==> src/hw/rtl/ossd_pkg.sv <==
// Package for the overlap SSD patch search.
// Field widths, config register indexes, reset values and the queue entry type.
package ossd_pkg;

  localparam int MAX_TILE       = 64;
  localparam int MAX_SEARCH_DIM = 4096;
  localparam int QUEUE_DEPTH    = 4;

  localparam int POS_W      = 12;
  localparam int OFF_W      = 6;
  localparam int PIX_W      = 8;
  localparam int COST_W     = 32;
  localparam int MODE_W     = 2;
  localparam int OVL_W      = 6;
  localparam int TILE_DIM_W = 7;
  localparam int CFG_DATA_W = 7;
  localparam int CFG_IDX_W  = 2;
  localparam int SQ_W       = 2 * PIX_W;
  localparam int ADD_W      = SQ_W + 2;
  localparam int TILE_CW    = ($clog2(MAX_TILE + 1) > TILE_DIM_W) ?
                              $clog2(MAX_TILE + 1) : TILE_DIM_W;

  localparam logic [CFG_IDX_W-1:0] REG_MODE    = 2'd0;
  localparam logic [CFG_IDX_W-1:0] REG_OVL     = 2'd1;
  localparam logic [CFG_IDX_W-1:0] REG_TILE_W  = 2'd2;
  localparam logic [CFG_IDX_W-1:0] REG_TILE_H  = 2'd3;

  localparam logic [MODE_W-1:0] MODE_TOP  = 2'd0;
  localparam logic [MODE_W-1:0] MODE_LEFT = 2'd1;
  localparam logic [MODE_W-1:0] MODE_BOTH = 2'd2;

  localparam logic [MODE_W-1:0]     RST_MODE   = MODE_BOTH;
  localparam logic [OVL_W-1:0]      RST_OVL    = 6'd6;
  localparam logic [TILE_DIM_W-1:0] RST_TILE_W = 7'd36;
  localparam logic [TILE_DIM_W-1:0] RST_TILE_H = 7'd36;

  typedef struct packed {
    logic [POS_W-1:0] cand_x;
    logic [POS_W-1:0] cand_y;
    logic [ADD_W-1:0] cost;
    logic             done;
    logic             eos;
  } q_entry_t;

endpackage

==> src/hw/rtl/ossd_front.sv <==
// Front end: config registers, overlap classification and per-pixel squared error.
// Depends on ossd_pkg.
module ossd_front import ossd_pkg::*; (
  input  logic                  clk,
  input  logic                  rst,
  input  logic                  cfg_we,
  input  logic [CFG_IDX_W-1:0]  cfg_index,
  input  logic [CFG_DATA_W-1:0] cfg_data,
  input  logic [POS_W-1:0]      cand_x,
  input  logic [POS_W-1:0]      cand_y,
  input  logic [OFF_W-1:0]      off_x,
  input  logic [OFF_W-1:0]      off_y,
  input  logic [PIX_W-1:0]      tex_r,
  input  logic [PIX_W-1:0]      tex_g,
  input  logic [PIX_W-1:0]      tex_b,
  input  logic [PIX_W-1:0]      dst_r,
  input  logic [PIX_W-1:0]      dst_g,
  input  logic [PIX_W-1:0]      dst_b,
  input  logic                  end_of_candidate,
  input  logic                  end_of_search,
  output q_entry_t              entry
);

  logic [MODE_W-1:0]     overlap_mode;
  logic [OVL_W-1:0]      overlap_size;
  logic [TILE_DIM_W-1:0] patch_w;
  logic [TILE_DIM_W-1:0] patch_h;

  always_ff @(posedge clk) begin
    if (rst) begin
      overlap_mode <= RST_MODE;
      overlap_size <= RST_OVL;
      patch_w      <= RST_TILE_W;
      patch_h      <= RST_TILE_H;
    end else if (cfg_we) begin
      unique case (cfg_index)
        REG_MODE:   overlap_mode <= cfg_data[MODE_W-1:0];
        REG_OVL:    overlap_size <= cfg_data[OVL_W-1:0];
        REG_TILE_W: patch_w      <= cfg_data[TILE_DIM_W-1:0];
        REG_TILE_H: patch_h      <= cfg_data[TILE_DIM_W-1:0];
        default: ;
      endcase
    end
  end

  function automatic logic [SQ_W-1:0] sq_diff(logic [PIX_W-1:0] a, logic [PIX_W-1:0] b);
    logic [PIX_W-1:0] d;
    d = (a > b) ? (a - b) : (b - a);
    return d * d;
  endfunction

  logic [TILE_CW-1:0] tw;
  logic [TILE_CW-1:0] th;
  logic               in_tile;
  logic               top_hit;
  logic               left_hit;
  logic               counted;
  logic [ADD_W-1:0]   pix_cost;

  always_comb begin
    tw = (TILE_CW'(patch_w) > TILE_CW'(MAX_TILE)) ? TILE_CW'(MAX_TILE)
                                                   : TILE_CW'(patch_w);
    th = (TILE_CW'(patch_h) > TILE_CW'(MAX_TILE)) ? TILE_CW'(MAX_TILE)
                                                   : TILE_CW'(patch_h);
    in_tile  = (TILE_CW'(off_x) < tw) && (TILE_CW'(off_y) < th);
    top_hit  = off_y < overlap_size;
    left_hit = off_x < overlap_size;
    unique case (overlap_mode)
      MODE_TOP:  counted = in_tile && top_hit;
      MODE_LEFT: counted = in_tile && left_hit;
      default:   counted = in_tile && (top_hit || left_hit);
    endcase
    pix_cost = ADD_W'(sq_diff(tex_r, dst_r)) + ADD_W'(sq_diff(tex_g, dst_g))
             + ADD_W'(sq_diff(tex_b, dst_b));
  end

  always_comb begin
    entry.cand_x = (32'(cand_x) >= MAX_SEARCH_DIM) ? POS_W'(MAX_SEARCH_DIM - 1) : cand_x;
    entry.cand_y = (32'(cand_y) >= MAX_SEARCH_DIM) ? POS_W'(MAX_SEARCH_DIM - 1) : cand_y;
    entry.cost   = counted ? pix_cost : '0;
    entry.done   = end_of_candidate || end_of_search;
    entry.eos    = end_of_search;
  end

endmodule

==> src/hw/rtl/ossd_queue.sv <==
// Short FIFO between front and back ends.
// Depends on ossd_pkg for the entry type.
module ossd_queue import ossd_pkg::*; #(
  parameter int DEPTH = QUEUE_DEPTH
) (
  input  logic     clk,
  input  logic     rst,
  input  logic     push,
  input  q_entry_t push_data,
  output logic     full,
  input  logic     pop,
  output logic     pop_valid,
  output q_entry_t pop_data
);

  localparam int PTR_W = (DEPTH > 1) ? $clog2(DEPTH) : 1;
  localparam int CNT_W = $clog2(DEPTH + 1);

  q_entry_t         mem [DEPTH];
  logic [PTR_W-1:0] wr_ptr;
  logic [PTR_W-1:0] rd_ptr;
  logic [CNT_W-1:0] count;
  logic             do_push;
  logic             do_pop;

  assign full      = (count == CNT_W'(DEPTH));
  assign pop_valid = (count != '0);
  assign pop_data  = mem[rd_ptr];
  assign do_push   = push && !full;
  assign do_pop    = pop && pop_valid;

  always_ff @(posedge clk) begin
    if (do_push) begin
      mem[wr_ptr] <= push_data;
    end
  end

  always_ff @(posedge clk) begin
    if (rst) begin
      wr_ptr <= '0;
      rd_ptr <= '0;
      count  <= '0;
    end else begin
      if (do_push) begin
        wr_ptr <= (wr_ptr == PTR_W'(DEPTH - 1)) ? '0 : wr_ptr + 1'b1;
      end
      if (do_pop) begin
        rd_ptr <= (rd_ptr == PTR_W'(DEPTH - 1)) ? '0 : rd_ptr + 1'b1;
      end
      count <= count + CNT_W'(do_push) - CNT_W'(do_pop);
    end
  end

endmodule

==> src/hw/rtl/ossd_back.sv <==
// Back end: running SSD per candidate, best-candidate tracking, result register.
// Depends on ossd_pkg.
module ossd_back import ossd_pkg::*; (
  input  logic              clk,
  input  logic              rst,
  input  logic              q_valid,
  input  q_entry_t          q_data,
  output logic              q_pop,
  output logic              out_valid,
  input  logic              out_stall,
  output logic [POS_W-1:0]  best_x,
  output logic [POS_W-1:0]  best_y,
  output logic [COST_W-1:0] best_cost
);

  logic [COST_W-1:0] running_sum;
  logic [COST_W-1:0] min_cost;
  logic [POS_W-1:0]  min_x;
  logic [POS_W-1:0]  min_y;
  logic              have_min;

  logic [COST_W:0]   sum_ext;
  logic [COST_W-1:0] sum;
  logic              better;
  logic [COST_W-1:0] min_cost_next;
  logic [POS_W-1:0]  min_x_next;
  logic [POS_W-1:0]  min_y_next;

  assign q_pop = q_valid && (!q_data.eos || !out_valid || !out_stall);

  always_comb begin
    sum_ext = {1'b0, running_sum} + (COST_W + 1)'(q_data.cost);
    sum     = sum_ext[COST_W] ? '1 : sum_ext[COST_W-1:0];
    better  = !have_min || (sum < min_cost);
    if (better) begin
      min_cost_next = sum;
      min_x_next    = q_data.cand_x;
      min_y_next    = q_data.cand_y;
    end else begin
      min_cost_next = min_cost;
      min_x_next    = min_x;
      min_y_next    = min_y;
    end
  end

  always_ff @(posedge clk) begin
    if (rst) begin
      running_sum <= '0;
      min_cost    <= '0;
      min_x       <= '0;
      min_y       <= '0;
      have_min    <= 1'b0;
    end else if (q_pop) begin
      if (q_data.eos) begin
        running_sum <= '0;
        min_cost    <= '0;
        min_x       <= '0;
        min_y       <= '0;
        have_min    <= 1'b0;
      end else if (q_data.done) begin
        running_sum <= '0;
        min_cost    <= min_cost_next;
        min_x       <= min_x_next;
        min_y       <= min_y_next;
        have_min    <= 1'b1;
      end else begin
        running_sum <= sum;
      end
    end
  end

  always_ff @(posedge clk) begin
    if (rst) begin
      out_valid <= 1'b0;
    end else if (q_pop && q_data.eos) begin
      out_valid <= 1'b1;
    end else if (!out_stall) begin
      out_valid <= 1'b0;
    end
  end

  always_ff @(posedge clk) begin
    if (q_pop && q_data.eos) begin
      best_x    <= min_x_next;
      best_y    <= min_y_next;
      best_cost <= min_cost_next;
    end
  end

  a_eos_clears: assert property (@(posedge clk) disable iff (rst)
    q_pop && q_data.eos |=> !have_min && min_cost == '0 && running_sum == '0)
    else $error("search state not cleared after end of search");

  a_done_sets_min: assert property (@(posedge clk) disable iff (rst)
    q_pop && q_data.done && !q_data.eos |=> have_min && running_sum == '0)
    else $error("candidate close did not record a best");

  a_min_monotonic: assert property (@(posedge clk) disable iff (rst)
    q_pop && q_data.done && !q_data.eos && have_min |=>
      min_cost <= $past(min_cost))
    else $error("best cost increased within a search");

  a_no_result_overrun: assert property (@(posedge clk) disable iff (rst)
    out_valid && out_stall |-> !(q_pop && q_data.eos))
    else $error("result register overwritten while stalled");

endmodule

==> src/hw/rtl/overlap_ssd_best_patch_search.sv <==
// Overlap SSD best-patch search, one pixel pair per clock while in_stall is
// low. The front end classifies each pixel against the configured overlap
// strips and forms the squared RGB error; a short FIFO feeds the back end,
// which accumulates one entry per cycle, keeps the first lowest-cost candidate
// and registers the result. Sustained rate is one item per cycle, set by the
// single-entry accumulate-and-compare step of the back end; the item carrying
// end_of_search passes through the FIFO and, when popped, sets out_valid and
// the result register. A stalled result holds back the FIFO only at the next
// end_of_search. Config must only be written while the block is idle.
module overlap_ssd_best_patch_search import ossd_pkg::*; #(
  parameter int QDEPTH = QUEUE_DEPTH
) (
  input  logic                  clk,
  input  logic                  rst,
  input  logic                  cfg_we,
  input  logic [CFG_IDX_W-1:0]  cfg_index,
  input  logic [CFG_DATA_W-1:0] cfg_data,
  input  logic                  in_valid,
  output logic                  in_stall,
  input  logic [POS_W-1:0]      cand_x,
  input  logic [POS_W-1:0]      cand_y,
  input  logic [OFF_W-1:0]      off_x,
  input  logic [OFF_W-1:0]      off_y,
  input  logic [PIX_W-1:0]      tex_r,
  input  logic [PIX_W-1:0]      tex_g,
  input  logic [PIX_W-1:0]      tex_b,
  input  logic [PIX_W-1:0]      dst_r,
  input  logic [PIX_W-1:0]      dst_g,
  input  logic [PIX_W-1:0]      dst_b,
  input  logic                  end_of_candidate,
  input  logic                  end_of_search,
  output logic                  out_valid,
  input  logic                  out_stall,
  output logic [POS_W-1:0]      best_x,
  output logic [POS_W-1:0]      best_y,
  output logic [COST_W-1:0]     best_cost
);

  q_entry_t front_entry;
  q_entry_t q_data;
  logic     q_full;
  logic     q_valid;
  logic     q_pop;

  assign in_stall = q_full;

  ossd_front u_front (
    .clk              (clk),
    .rst              (rst),
    .cfg_we           (cfg_we),
    .cfg_index        (cfg_index),
    .cfg_data         (cfg_data),
    .cand_x           (cand_x),
    .cand_y           (cand_y),
    .off_x            (off_x),
    .off_y            (off_y),
    .tex_r            (tex_r),
    .tex_g            (tex_g),
    .tex_b            (tex_b),
    .dst_r            (dst_r),
    .dst_g            (dst_g),
    .dst_b            (dst_b),
    .end_of_candidate (end_of_candidate),
    .end_of_search    (end_of_search),
    .entry            (front_entry)
  );

  ossd_queue #(.DEPTH(QDEPTH)) u_queue (
    .clk       (clk),
    .rst       (rst),
    .push      (in_valid),
    .push_data (front_entry),
    .full      (q_full),
    .pop       (q_pop),
    .pop_valid (q_valid),
    .pop_data  (q_data)
  );

  ossd_back u_back (
    .clk       (clk),
    .rst       (rst),
    .q_valid   (q_valid),
    .q_data    (q_data),
    .q_pop     (q_pop),
    .out_valid (out_valid),
    .out_stall (out_stall),
    .best_x    (best_x),
    .best_y    (best_y),
    .best_cost (best_cost)
  );

endmodule

==> config.mk <==
export PLATFORM = sky130hd
export DESIGN_NAME = overlap_ssd_best_patch_search
export DESIGN_NICKNAME = d
export VERILOG_FILES = /design/src/hw/rtl/ossd_pkg.sv /design/src/hw/rtl/ossd_front.sv /design/src/hw/rtl/ossd_queue.sv /design/src/hw/rtl/ossd_back.sv /design/src/hw/rtl/overlap_ssd_best_patch_search.sv
export SDC_FILE = /design/constraint.sdc
export NUM_CORES = 1
export LEC_CHECK = 0
export BUFFER_PORTS_ARGS = -buffer_cell sky130_fd_sc_hd__buf_2
export CAP_MARGIN = 20
export CORE_ASPECT_RATIO = 1.1
export CORE_MARGIN = 3
export CORE_UTILIZATION = 56
export DETAILED_ROUTE_END_ITERATION = 10
export MAX_ROUTING_LAYER = met4
export PLACE_DENSITY = 0.87
export SLEW_MARGIN = 10
export SYNTH_ARGS = -nofsm -noshare
export SYNTH_HDL_FRONTEND = slang
export SYNTH_HIERARCHICAL = 1
export SYNTH_SLANG_ARGS = --single-unit
==> constraint.sdc <==
create_clock -name clk -period 15.8 [get_ports clk]
set_clock_uncertainty 0.1 [all_clocks]
set_input_delay 4.74 -clock clk [delete_from_list [all_inputs] [get_ports clk]]
set_output_delay 4.74 -clock clk [all_outputs]
set_load 0.02 [all_outputs]
# After elaboration in Yosys (flattened, before gate mapping)
# Memories as Yosys holds them, arrays and structs flattened. A register that Yosys moved wholly into a read port is not among the register bits.
# Cells that the tools add are included.
dict set report word_totals {
  ff_bits 175
  ramBits 176
  input_bits 100
  out_inout_bits 58
  wordCells 107
  n_memories 1
}
dict set report classes {
  add_sub_neg 13
  mul 3
  order_cmp 10
  n_eq_ne 8
  mux 29
  n_reduce_logical 27
}
# name depth word_bits rd rd_clocked_by_memory_dff write_ports line_no
set mem_list {}
lappend mem_list {u_queue.mem 4 44 1 1 1 ossd_queue.sv:19} ;# q_entry_t mem [DEPTH];
# operator n
set op_table {}
lappend op_table {{$mux W32} 6}
lappend op_table {{$mux W12} 6}
lappend op_table {{$mul A8 B8 Y16} 3}
lappend op_table {{$sub A8 B8 Y8} 6}
lappend op_table {{$add A32 B18 Y33} 1}
lappend op_table {{$lt A32 B32 Y1} 1}
lappend op_table {{$gt A8 B8 Y1} 3}
lappend op_table {{$mux W8} 3}
lappend op_table {{$add A18 B16 Y18} 1}
lappend op_table {{$mux W18} 1}
lappend op_table {{$add A16 B16 Y17} 1}
lappend op_table {{$gt A7 B7 Y1 const B} 2}
lappend op_table {{$lt A6 B7 Y1} 2}
lappend op_table {{$mux W7} 2}
lappend op_table {{$lt A6 B6 Y1} 2}
lappend op_table {{$reduce_and A2 Y1} 5}
lappend op_table {{$eq A2 B2 Y1 const B} 4}
lappend op_table {{$logic_and A1 B1 Y1} 8}
lappend op_table {{$mux W2} 4}
lappend op_table {{$mux W1} 6}
lappend op_table {{$logic_not A1 Y1} 5}
lappend op_table {{$logic_or A1 B1 Y1} 5}
lappend op_table {{$add A2 B1 Y2 const B} 2}
lappend op_table {{$eq A2 B1 Y1 const B} 2}
lappend op_table {{8 further kinds} 9}

# Logic depth before layout (Yosys ltp)
# Gate-level depths: netlist (run 1).
dict set report logic_depth {
  word_depth 7
  mapped_depth 35
  depth_no_buf 33
}

# Modules after synthesis
# The synthesis (run 1) kept the hierarchy.
# module instances cells_each area_each_um2 seq_area_each_um2
set by_module_without_submodules {}
lappend by_module_without_submodules {ossd_front 1 1086 9153.8 440.4}
lappend by_module_without_submodules {ossd_back 1 701 7393.3 3483.3}
lappend by_module_without_submodules {ossd_queue 1 281 6824.0 5465.2}

# Least setup slack after synthesis (run 1)
# OpenSTA, ideal clock, no wires.
dict set report synth_timing {
  kind {input -> register}
  startpoint {input tex_g[0]}
  endpoint {memory u_queue/mem[0][17] (netlist name), data pin}
  setup_time_ps 277
  arrival_ps 12298
  required_ps 15423
  setup_slack_ps 3125
  stages 28
  path_buffers 1
  cell_sequence {inv_1 > ha_1 > inv_1 > fa_1 > a21o_1 > a221oi_2 > o22a_1 > buf_6 > mux2i_4 > xor2_2 > inv_2 > nor2_1 > fa_1 > fa_1 > fa_1 > fa_1 > fa_1 > fa_1 > inv_1 > fa_1 > inv_1 > ha_1 > or2_2 > and2_1 > a31o_2 > a311oi_1 > xor2_1 > nor2_1}
}
# item line_no
set synth_rtl {}
lappend synth_rtl {{start: declaration} overlap_ssd_best_patch_search.sv:25} ;# input logic [PIX_W-1:0] tex_g,
lappend synth_rtl {{end: declaration} ossd_queue.sv:19}

==> results of run 1 <==
## routing by layer
metal	up-vias	GRT usage [%]
li1	7398	-
met1	7724	26.5
met2	482	41.8
met3	125	3.07
met4	0	8.97
met5	-	-
## stage by stage
| step | hold slack [ns] | utilization, % | setup slack, ns | instances |
|---|---|---|---|---|
| final | 0.355 | 63.1 | 2.75 | 2770 |
| after global routing | 0.373 | 63.1 | 2.32 | 2770 |
| after CTS | 0.356 | 63.0 | 2.78 | 2767 |
| after detailed placement | 0.348 | 60.1 | 2.20 | 2701 |
| after global placement | 0.341 | 60.1 | 2.51 | 2701 |
| after floorplan | 0.334 | - | 3.13 | 2068 |
## registers in the layout (all words and copies together) (netlist names), 3 cells and up, named ones only
| register | count |
|---|---|
| u_front/patch_w | 7 |
| u_back/best_cost | 32 |
| u_back/best_y | 12 |
| u_back/running_sum | 32 |
| u_back/min_x | 12 |
| u_queue/mem | 176 |
| u_back/min_y | 12 |
| u_back/min_cost | 32 |
| u_front/overlap_size | 6 |
| u_front/patch_h | 7 |
| u_back/best_x | 12 |
| u_queue/count | 3 |
## path summary, 6_finish.rpt
| path | startpoint | to | slack [ns] | cells past startpoint |
|---|---|---|---|---|
| hold reg to reg | u_front/patch_h[4] | u_front/patch_h[4] | 0.36 | 2 |
| hold / removal | u_front/patch_h[4] | u_front/patch_h[4] | 0.36 | 2 |
| setup reg to reg | flop | u_back/min_x[8] | 8.12 | 21 |
| setup / recovery | tex_g[0] | u_queue/mem[0][17] | 2.75 | 28 |
## worst register-to-register path, stage by stage, from the launching register on
cell and delay (ns):
dfxtp_2 0.43, buf_4 0.70, mux4_2 0.62, ha_1 0.38
a211oi_1 0.24, o21ai_1 0.19, o2111ai_1 0.31, a21oi_2 0.16
o21bai_1 0.33, buf_4 0.31, o21ai_1 0.21, ha_1 0.34
a211oi_1 0.41, nand2_1 0.11, a211oi_1 0.44, nand2_1 0.12
o31ai_2 0.29, nand4_4 0.43, buf_4 0.50, nor4b_4 0.35
buf_4 0.40, a22o_1 0.24
## area by class of cell
cell class / instances / area share (%)
clock buffers: 44 / 3.71
flip-flops and latches: 353 / 36.6
inverters: 311 / 4.55
clock inverters: 22 / 0.932
multi-input cells: 1310 / 47.9
well taps: 553 / 2.70
diodes: 2 / 0.0195
repair buffers: 175 / 3.61
## logic make-up (layout without fill, tap and decap cells)
family / Yosys count / in the layout / share of synthesized area (%)
buffers and inverters: 405 / 552 / 7.40
and+or+nand+nor: 435 / 435 / 9.11
DFF: 353 / 353 / 40.2
muxes: 115 / 115 / 7.64
AOI/OAI and AO/OA: 371 / 371 / 10.9
xor gates and xnor gates: 48 / 48 / 2.04
other: 0 / 2 / 0
adders and majority gates: 341 / 341 / 22.8
## synth_stat cells, types with 7 or more instances
master	count
inv_1	307
edfxtp_1	232
ha_1	200
nor2_1	150
fa_1	141
dfxtp_1	121
nand2_1	113
a21oi_1	105
a22o_1	68
o21ai_0	49
mux2_2	46
mux4_2	44
nand2b_1	34
buf_4	32
a21o_1	31
clkbuf_1	28
buf_2	24
mux2i_1	22
xnor2_1	21
xor2_1	21
a31oi_1	17
nand3_1	16
a211oi_1	14
and3_1	14
nor3_1	14
or2_2	14
a22oi_1	12
nor2b_1	12
and4_1	10
o21bai_1	10
nand3b_1	9
nand4_1	9
o211ai_1	9
and2_1	8
buf_6	8
o21ai_1	7
or2_1	7
==> results.sh, run 1 <==
export IMPL_status="finished, final reports clean"
export IMPL_synth_largest_area_cell="edfxtp_1"
export IMPL_numCtsBuffers=36
export IMPL_grtUsageTotal_pct=23.2
export IMPL_drtAntennaViolNets=0
export IMPL_top_layer="met4"
export IMPL_fillCellCount=3123
export IMPL_grt_antenna_before_repair=2
export IMPL_gp_congestion=0.921
export IMPL_via_count=15729
export IMPL_final_max_slew_viol_count=0
export IMPL_setup_viol=0
export IMPL_worstPathMaxFanout=8
export IMPL_hpwl_um=36800
export IMPL_setup_tns_ns=0
export IMPL_synth_area_leaders="edfxtp_1 (30%), fa_1 (12%), ha_1 (11%)"
export IMPL_min_period_over_period_pct=82.6
export IMPL_overflow=0
export IMPL_io_buffers=157
export IMPL_seq_area_frac_synth_pct=40.2
export IMPL_start_util_pct=57.5
export IMPL_critPathTopFamily="adder cells"
export IMPL_cts_resized=0
export IMPL_ys_ff_latch=353
export IMPL_design_area_um2=25600
export IMPL_hp_class="flop to flop"
export IMPL_cap_violations=0
export IMPL_ff_latch_area_um2=9390
export IMPL_drive_gt1_share_pct=17.1
export IMPL_final_common_cell="inv_1"
export IMPL_synth_edf_count=232
export IMPL_post_cts_buffers=0
export IMPL_die_w_um=201
export IMPL_placed_cell_area_um2=24400
export IMPL_num_nets_final=2628
export IMPL_max_freq_ghz=0.0766
export IMPL_fin_crit_ns=13.05
export IMPL_wl_met3_um=2330
export IMPL_synth_top_area_share_pct=29.8
export IMPL_route_detailed_drc=0
export IMPL_max_slew_worst_pin_slew_ns=1.18
export IMPL_core_area_um2=40700
export IMPL_m1WireLength_um=19500
export IMPL_hold_viol=0
export IMPL_synth_ff_type="edfxtp_1"
export IMPL_endpoint_kind="flop"
export IMPL_cts_sinks=353
export IMPL_routed_wl_met2_um=26200
export IMPL_dr_pass1_iters=5
export IMPL_rsz0062_at_grt="no"
export IMPL_ctsRootBufferMaster="clkbuf_16"
export IMPL_via_per_inst=5.68
export IMPL_synthArstFlopShare_pct=0
export IMPL_cts_tree="yes"
export IMPL_ys_warnings_count=6
export IMPL_hold_buffers=0
export IMPL_grt_pass1_vias=16570
export IMPL_final_cell_mix="inv_1 (307), edfxtp_1 (232), ha_1 (200), buf_2 (157), nor2_1 (149)"
export IMPL_grt_pass1_wl_um=80900
export IMPL_h_tree_depth=2
export IMPL_routed_wl_um=49600
export IMPL_die_area_um2=44200
export IMPL_critical_path_buf_inv_count=6
export IMPL_cp_arrival_ns=13.21
export IMPL_slew_limit_headroom_pct=21.3
export IMPL_syn_area_um2=23400
export IMPL_start_kind="primary input"
export IMPL_io_pins=158
export IMPL_clk_pin_slew_ns=0.05
export IMPL_required_ns=15.96
export IMPL_clock_latency_ns=0.56
export IMPL_syn_area_per_cell_um2=11.3
export IMPL_crit_top_cell="fa_1"
export IMPL_die_y_um=220
export IMPL_num_rows=77
export IMPL_multi_input_area_um2=12300
export IMPL_crit_path_top_delay_cell="fa_1"
export IMPL_syn_num_nets=2509
export IMPL_crit_type="primary input to flop"
export IMPL_cp_slowest_stage_delay_ns=0.56
export IMPL_grt_max_degree=59
export IMPL_syn_to_final_growth_pct=9.72
export IMPL_drt_iter0_markers=873
export IMPL_yosysUniqueCellTypes=87
export IMPL_wl_per_cell_um=17.9
export IMPL_syn_inst=2068
export IMPL_clk_path_buf_depth=3
Power of run 1 is not shown: default switching activity piles up to over one toggle a cycle in this logic, so the estimate is an artifact.
==> run 2, diff against run 1 <==
Settings changed: PLACE_DENSITY 0.87 to 0.9.
Clock period 15.8 ns to 10.9 ns, I/O delays scaled along.
==> run 2 against run 1 <==
  * Register-to-register slack worse by 4.9 ns
  * Cell count up 4.4%
  * Flip-flop and latch count unchanged
  * Non-clock buffer count up 119
  * Count of clock-buffer cells in the layout up 7
  * Highest routed layer unchanged
==> results.sh, run 2 (synthesis gave the netlist of run 1 again) <==
export IMPL_required_ns=11.07
export IMPL_cap_violations=0
export IMPL_min_to="u_front/patch_h[0]"
export IMPL_worstPathMaxFanout=10
export IMPL_r2r_setup_slack_ns=3.18
export IMPL_min_period_over_period_pct=97.1
export IMPL_multi_input_area_um2=12400
export IMPL_io_pins=158
export IMPL_route_detailed_drc=0
export IMPL_cts_sinks=353
export IMPL_hp_start="u_front/patch_h[0]"
export IMPL_final_max_slew_viol_count=0
export IMPL_cp_arrival_ns=10.75
export IMPL_top_register="u_queue/mem"
export IMPL_drtAntennaViolNets=0
export IMPL_numCtsBuffers=36
export IMPL_drive_gt1_share_pct=22.5
export IMPL_grt_max_degree=73
export IMPL_reg2reg_depth=20
export IMPL_fillCellCount=3017
export IMPL_crit_type="primary input to flop"
export IMPL_final_common_cell="inv_1"
export IMPL_grt_antenna_before_repair=2
export IMPL_ctsRootBufferMaster="clkbuf_16"
export IMPL_clock_latency_ns=0.54
export IMPL_fin_crit_ns=10.58
export IMPL_num_rows=77
export IMPL_syn_to_final_growth_pct=14.5
export IMPL_die_y_um=220
export IMPL_die_area_um2=44200
export IMPL_worstReg2RegEnd="u_back/min_x[6]"
export IMPL_hp_class="flop to flop"
export IMPL_start_util_pct=57.5
export IMPL_cts_tree="yes"
export IMPL_hold_depth=2
export IMPL_core_area_um2=40700
export IMPL_hold_viol=0
export IMPL_final_cell_mix="inv_1 (306), edfxtp_1 (232), ha_1 (200), buf_2 (157), nor2_1 (146)"
export IMPL_gp_congestion=0.979
export IMPL_grtUsageTotal_pct=24.6
export IMPL_cp_slowest_stage_delay_ns=0.54
export IMPL_clk_path_buf_depth=3
export IMPL_wl_per_cell_um=18.0
export IMPL_largest_register_ffs=176
export IMPL_crit_path_top_delay_cell="fa_1"
export IMPL_io_buffers=157
export IMPL_status="finished, final reports clean"
export IMPL_design_area_um2=26800
export IMPL_max_freq_ghz=0.0945
export IMPL_num_nets_final=2747
export IMPL_drt_iter0_markers=994
export IMPL_hpwl_um=38800
export IMPL_grt_pass1_vias=17460
export IMPL_endpoint_kind="flop"
export IMPL_via_count=16246
export IMPL_dr_pass1_iters=5
export IMPL_start_kind="primary input"
export IMPL_h_tree_depth=2
export IMPL_clk_pin_slew_ns=0.06
export IMPL_setup_viol=0
export IMPL_slew_limit_headroom_pct=23.7
export IMPL_max_slew_worst_pin_slew_ns=1.14
export IMPL_grt_pass1_wl_um=85600
export IMPL_die_w_um=201
export IMPL_overflow=0
export IMPL_routed_wl_um=52100
export IMPL_via_per_inst=5.62
export IMPL_placed_cell_area_um2=25400
export IMPL_ff_latch_area_um2=9390
export IMPL_hold_buffers=0
## run 2: cell types whose count changed in the layout (fill, tap and decap cells not counted), moves of 3 or more
cell      previous run  this run
a21oi_1            105       101
fa_2                 0         4
xnor2_2              1         6
mux2i_2              0         6
buf_4               17       134
a21oi_2              1         5
fa_1               141       137
clkbuf_1             6        10
nor2_1             149       146
xnor2_1             21        16
mux2i_1             22        15
## run 2: critical path: cells and delay by family
family	cells	cell delay, ns
xor gates and xnor gates	1	0.21
and+or+nand+nor	3	0.38
adders and majority gates	10	4.35
muxes	1	0.25
AOI/OAI and AO/OA	7	1.54
buffers and inverters	10	0.78
## run 2: layout make-up
cell class                      instances  share of cell area [%]
Clock inverter                         15                   0.729
Sequential cell                       353                    35.1
Tap cell                              553                    2.58
Clock buffer                           51                    3.85
Inverter                              311                    4.36
Multi-Input combinational cell       1310                    46.5
Antenna cell                            4                  0.0374
Timing Repair Buffer                  294                    6.85
## run 2: worst max-delay path by stage
stage | from | end | slack (ns) | cells after the start
5_1_grt | tex_r[0] | u_queue/mem[2][17] | -0.03 | 31
4_1_cts | tex_r[0] | u_queue/mem[0][15] | 0.15 | 32
2_1_floorplan | tex_g[0] | u_queue/mem[0][17] | 0.002 | 28
3_3_place_gp | tex_r[0] | u_queue/mem[0][17] | -0.19 | 31
3_5_place_dp | tex_r[0] | u_queue/mem[2][17] | -0.37 | 32
6_report | tex_r[0] | u_queue/mem[2][17] | 0.32 | 32
## run 2: timing repair
item / in CTS / in global routing
endpoints found under the setup margin: 0 / 32
gates resized for setup: 0 / 32
buffers inserted: 0 / 4
## run 2: metrics by stage
step / utilization (%) / setup WS (ns) / instances / hold WS (ns) / TNS (ns)
after floorplan: - / 0.00246 / 2068 / 0.334 / 0
after global placement: 62.4 / -0.191 / 2817 / 0.342 / -3.11
after detailed placement: 62.4 / -0.371 / 2817 / 0.347 / -8.44
after CTS: 65.4 / 0.153 / 2883 / 0.355 / 0
after global routing: 65.8 / -0.0269 / 2889 / 0.372 / -0.0708
final: 65.8 / 0.321 / 2891 / 0.358 / 0
## run 2: routing by layer
layer / track usage, % / share of wire, % / vias to the layer above
met4: 10.2 / 3.7 / 0
met1: 27.6 / 38 / 7919
met3: 3.96 / 5.6 / 143
met5: - / 0 / -
li1: - / - / 7645
met2: 44.2 / 52 / 539
Power of run 2 is left out for the same reason.
==> run 3, diff against run 2 <==
Settings changed: ABC_CLOCK_PERIOD_IN_PS set to 10900, CORE_UTILIZATION 56 to 25, PLACE_DENSITY 0.9 to 0.53, SYNTH_HIERARCHICAL 1 to unset.
==> run 3 against run 2 <==
  * The flow now finishes with violations (setup timing)
  * First-iteration DRC count down 37%
  * Routed wire length up 7.1%
  * Sequential share of layout area down 3.0 points
  * Largest cell class unchanged
  * Highest routed layer unchanged
==> results.sh, run 3 <==
export IMPL_syn_inst=2118
export IMPL_via_count=16425
export IMPL_grtUsageTotal_pct=11.7
export IMPL_worstReg2RegEnd="u_back.min_cost[30]"
export IMPL_hp_start="u_front.patch_w[3]"
export IMPL_crit_top_cell="fa_1"
export IMPL_grt_antenna_before_repair=4
export IMPL_syn_to_final_growth_pct=25.7
export IMPL_start_kind="primary input"
export IMPL_top_register="u_queue.mem"
export IMPL_num_nets_final=2941
export IMPL_violations="setup timing"
export IMPL_hold_depth=2
export IMPL_reg2reg_depth=20
export IMPL_h_tree_depth=2
export IMPL_globalRouteMet2Util_pct=20.8
export IMPL_clock_latency_ns=0.55
export IMPL_synth_largest_area_cell="edfxtp_1"
export IMPL_hold_buffers=0
export IMPL_synth_area_leaders="edfxtp_1 (30%), ha_1 (12%), fa_1 (11%)"
export IMPL_dp_slack_ns=-2.17
export IMPL_yosysUniqueCellTypes=82
export IMPL_busiest_layer="met2"
export IMPL_overflow=0
export IMPL_crit_type="primary input to flop"
export IMPL_syn_num_nets=2558
export IMPL_final_max_slew_viol_count=0
export IMPL_crit_path_start="tex_r[0]"
export IMPL_cts_tree="yes"
export IMPL_cts_sinks=353
export IMPL_met3_usage_pct=1.59
export IMPL_hold_viol=0
export IMPL_cp_slowest_stage_delay_ns=0.55
export IMPL_final_common_cell="inv_1"
export IMPL_synth_top_area_share_pct=29.9
export IMPL_ctsRootBufferMaster="clkbuf_16"
export IMPL_drive_gt1_share_pct=28.2
export IMPL_max_slew_worst_pin_slew_ns=0.961
export IMPL_hp_class="flop to flop"
export IMPL_wl_per_cell_um=14.8
export IMPL_synth_common_cells="inv_1 (313), edfxtp_1 (232), ha_1 (215)"
export IMPL_min_period_over_period_pct=113
export IMPL_gp_congestion=0.836
export IMPL_rsz0062_at_grt="yes"
export IMPL_status="complete, but fails checks"
export IMPL_die_y_um=326
export IMPL_core_area_um2=91600
export IMPL_routed_wl_um=55900
export IMPL_cp_arrival_ns=12.49
export IMPL_die_w_um=297
export IMPL_fin_crit_ns=12.33
export IMPL_io_buffers=157
export IMPL_clk_pin_slew_ns=0.05
export IMPL_synth_edf_count=232
export IMPL_io_pins=158
export IMPL_final_cell_mix="inv_1 (290), buf_4 (241), edfxtp_1 (232), ha_1 (193), nor2_1 (171)"
export IMPL_synth_ff_type="edfxtp_1"
export IMPL_slew_limit_headroom_pct=35.9
export IMPL_hpwl_um=41600
export IMPL_via_per_inst=4.36
export IMPL_route_detailed_drc=0
export IMPL_syn_area_per_cell_um2=11.0
export IMPL_min_to="u_front.patch_w[3]"
export IMPL_grt_max_degree=82
export IMPL_required_ns=11.06
export IMPL_grt_pass1_wl_um=89900
export IMPL_crit_path_top_delay_cell="fa_1"
export IMPL_cap_violations=0
export IMPL_setup_slack_ns=-1.43
export IMPL_met1_usage_pct=14.0
export IMPL_start_util_pct=25.4
export IMPL_ys_ff_latch=353
export IMPL_endpoint_kind="flop"
export IMPL_final_util_pct=31.9
export IMPL_drtAntennaViolNets=0
export IMPL_r2r_setup_slack_ns=3.26
export IMPL_drt_iter0_markers=630
export IMPL_largest_register_ffs=176
export IMPL_numCtsBuffers=39
export IMPL_num_rows=116
export IMPL_synth_most_common_cell="inv_1"
export IMPL_die_area_um2=96700
export IMPL_clk_path_buf_depth=3
export IMPL_grt_pass1_vias=17049
export IMPL_ys_warnings_count=0
export IMPL_synthArstFlopShare_pct=0
export IMPL_seq_area_frac_synth_pct=40.4
export IMPL_dr_pass1_iters=5
export IMPL_max_freq_ghz=0.0811
export IMPL_setup_viol=52
export IMPL_syn_area_um2=23300
export IMPL_worstPathMaxFanout=4
==> run 3: cell count changes after synthesis, moves of 16 or more <==
cell	previous run	this run
nand2_1	113	129
nand3_1	16	32
xnor2_1	21	39
nor2_1	150	187
buf_4	32	6
a22o_1	68	48
fa_1	141	125
==> run 3: what timing repair did <==
action / in CTS / in global routing
gates cloned: 0 / 0
resized for setup: 50 / 43
buffers inserted: 13 / 9
pin swaps: 65 / 25
setup endpoints to repair: 52 / 56
==> run 3: cells by family (layout without fill, tap and decap cells) <==
family	Yosys count	count (layout)	share of synthesized area, %
AND/OR/NAND/NOR	491	491	9.67
buffers and inverters	381	791	6.43
AO/OA/AOI/OAI	377	377	11.4
flip-flops	353	353	40.4
adder cells (fa/ha/maj)	340	340	22.3
multiplexers	109	109	7.26
XOR/XNOR	67	67	2.52
other	0	1	0
==> run 3: how the worst max path moves through the flow <==
| stage | to | slack, ns | cells past startpoint |
|---|---|---|---|
| 2_1_floorplan | u_queue.mem[0][18] | -1.73 | 42 |
| 3_3_place_gp | u_queue.mem[0][18] | -2.13 | 43 |
| 5_1_grt | u_queue.mem[1][18] | -1.88 | 44 |
| 3_5_place_dp | u_queue.mem[1][18] | -2.17 | 44 |
| 4_1_cts | u_queue.mem[2][19] | -1.45 | 42 |
| 6_report | u_queue.mem[1][18] | -1.43 | 41 |
==> run 3: worst max-delay path: cells and delay by family <==
family                   cells  cell delay [ns]
buffers and inverters       10             0.75
XOR/XNOR                     3             0.50
AO/OA/AOI/OAI               11             1.78
adder cells (fa/ha/maj)     14             5.87
AND/OR/NAND/NOR              3             0.32
==> run 3: metal layers <==
metal | wire length, um | share of wire, %
met2 | 28400 | 51
met4 | 1060 | 1.9
met5 | 0 | 0
met1 | 24600 | 44
met3 | 1760 | 3.2
==> run 3: cell type report <==
type | instances | area, um^2
repair buffers | 406 | 2730
diodes | 1 | 2.50
clock inverters | 16 | 173
clock buffers | 52 | 1030
fillers | 9342 | 62300
inverters | 317 | 1210
well taps | 1239 | 1550
flip-flops and latches | 353 | 9390
multi-input cells | 1384 | 13200
==> run 3: stage by stage <==
stage | TNS, ns | area, um^2 | cells | hold WS [ns]
6_report | -58.50 | 29200 | 3768 | 0.357
5_1_grt | -80.50 | 29200 | 3768 | 0.386
4_1_cts | -59.74 | 29000 | 3758 | 0.355
3_5_place_dp | -100.18 | 27400 | 3677 | 0.348
3_3_place_gp | -98.47 | 27400 | 3677 | 0.345
2_1_floorplan | -66.45 | 23700 | 2118 | 0.334
Power of run 3 is left out for the same reason.
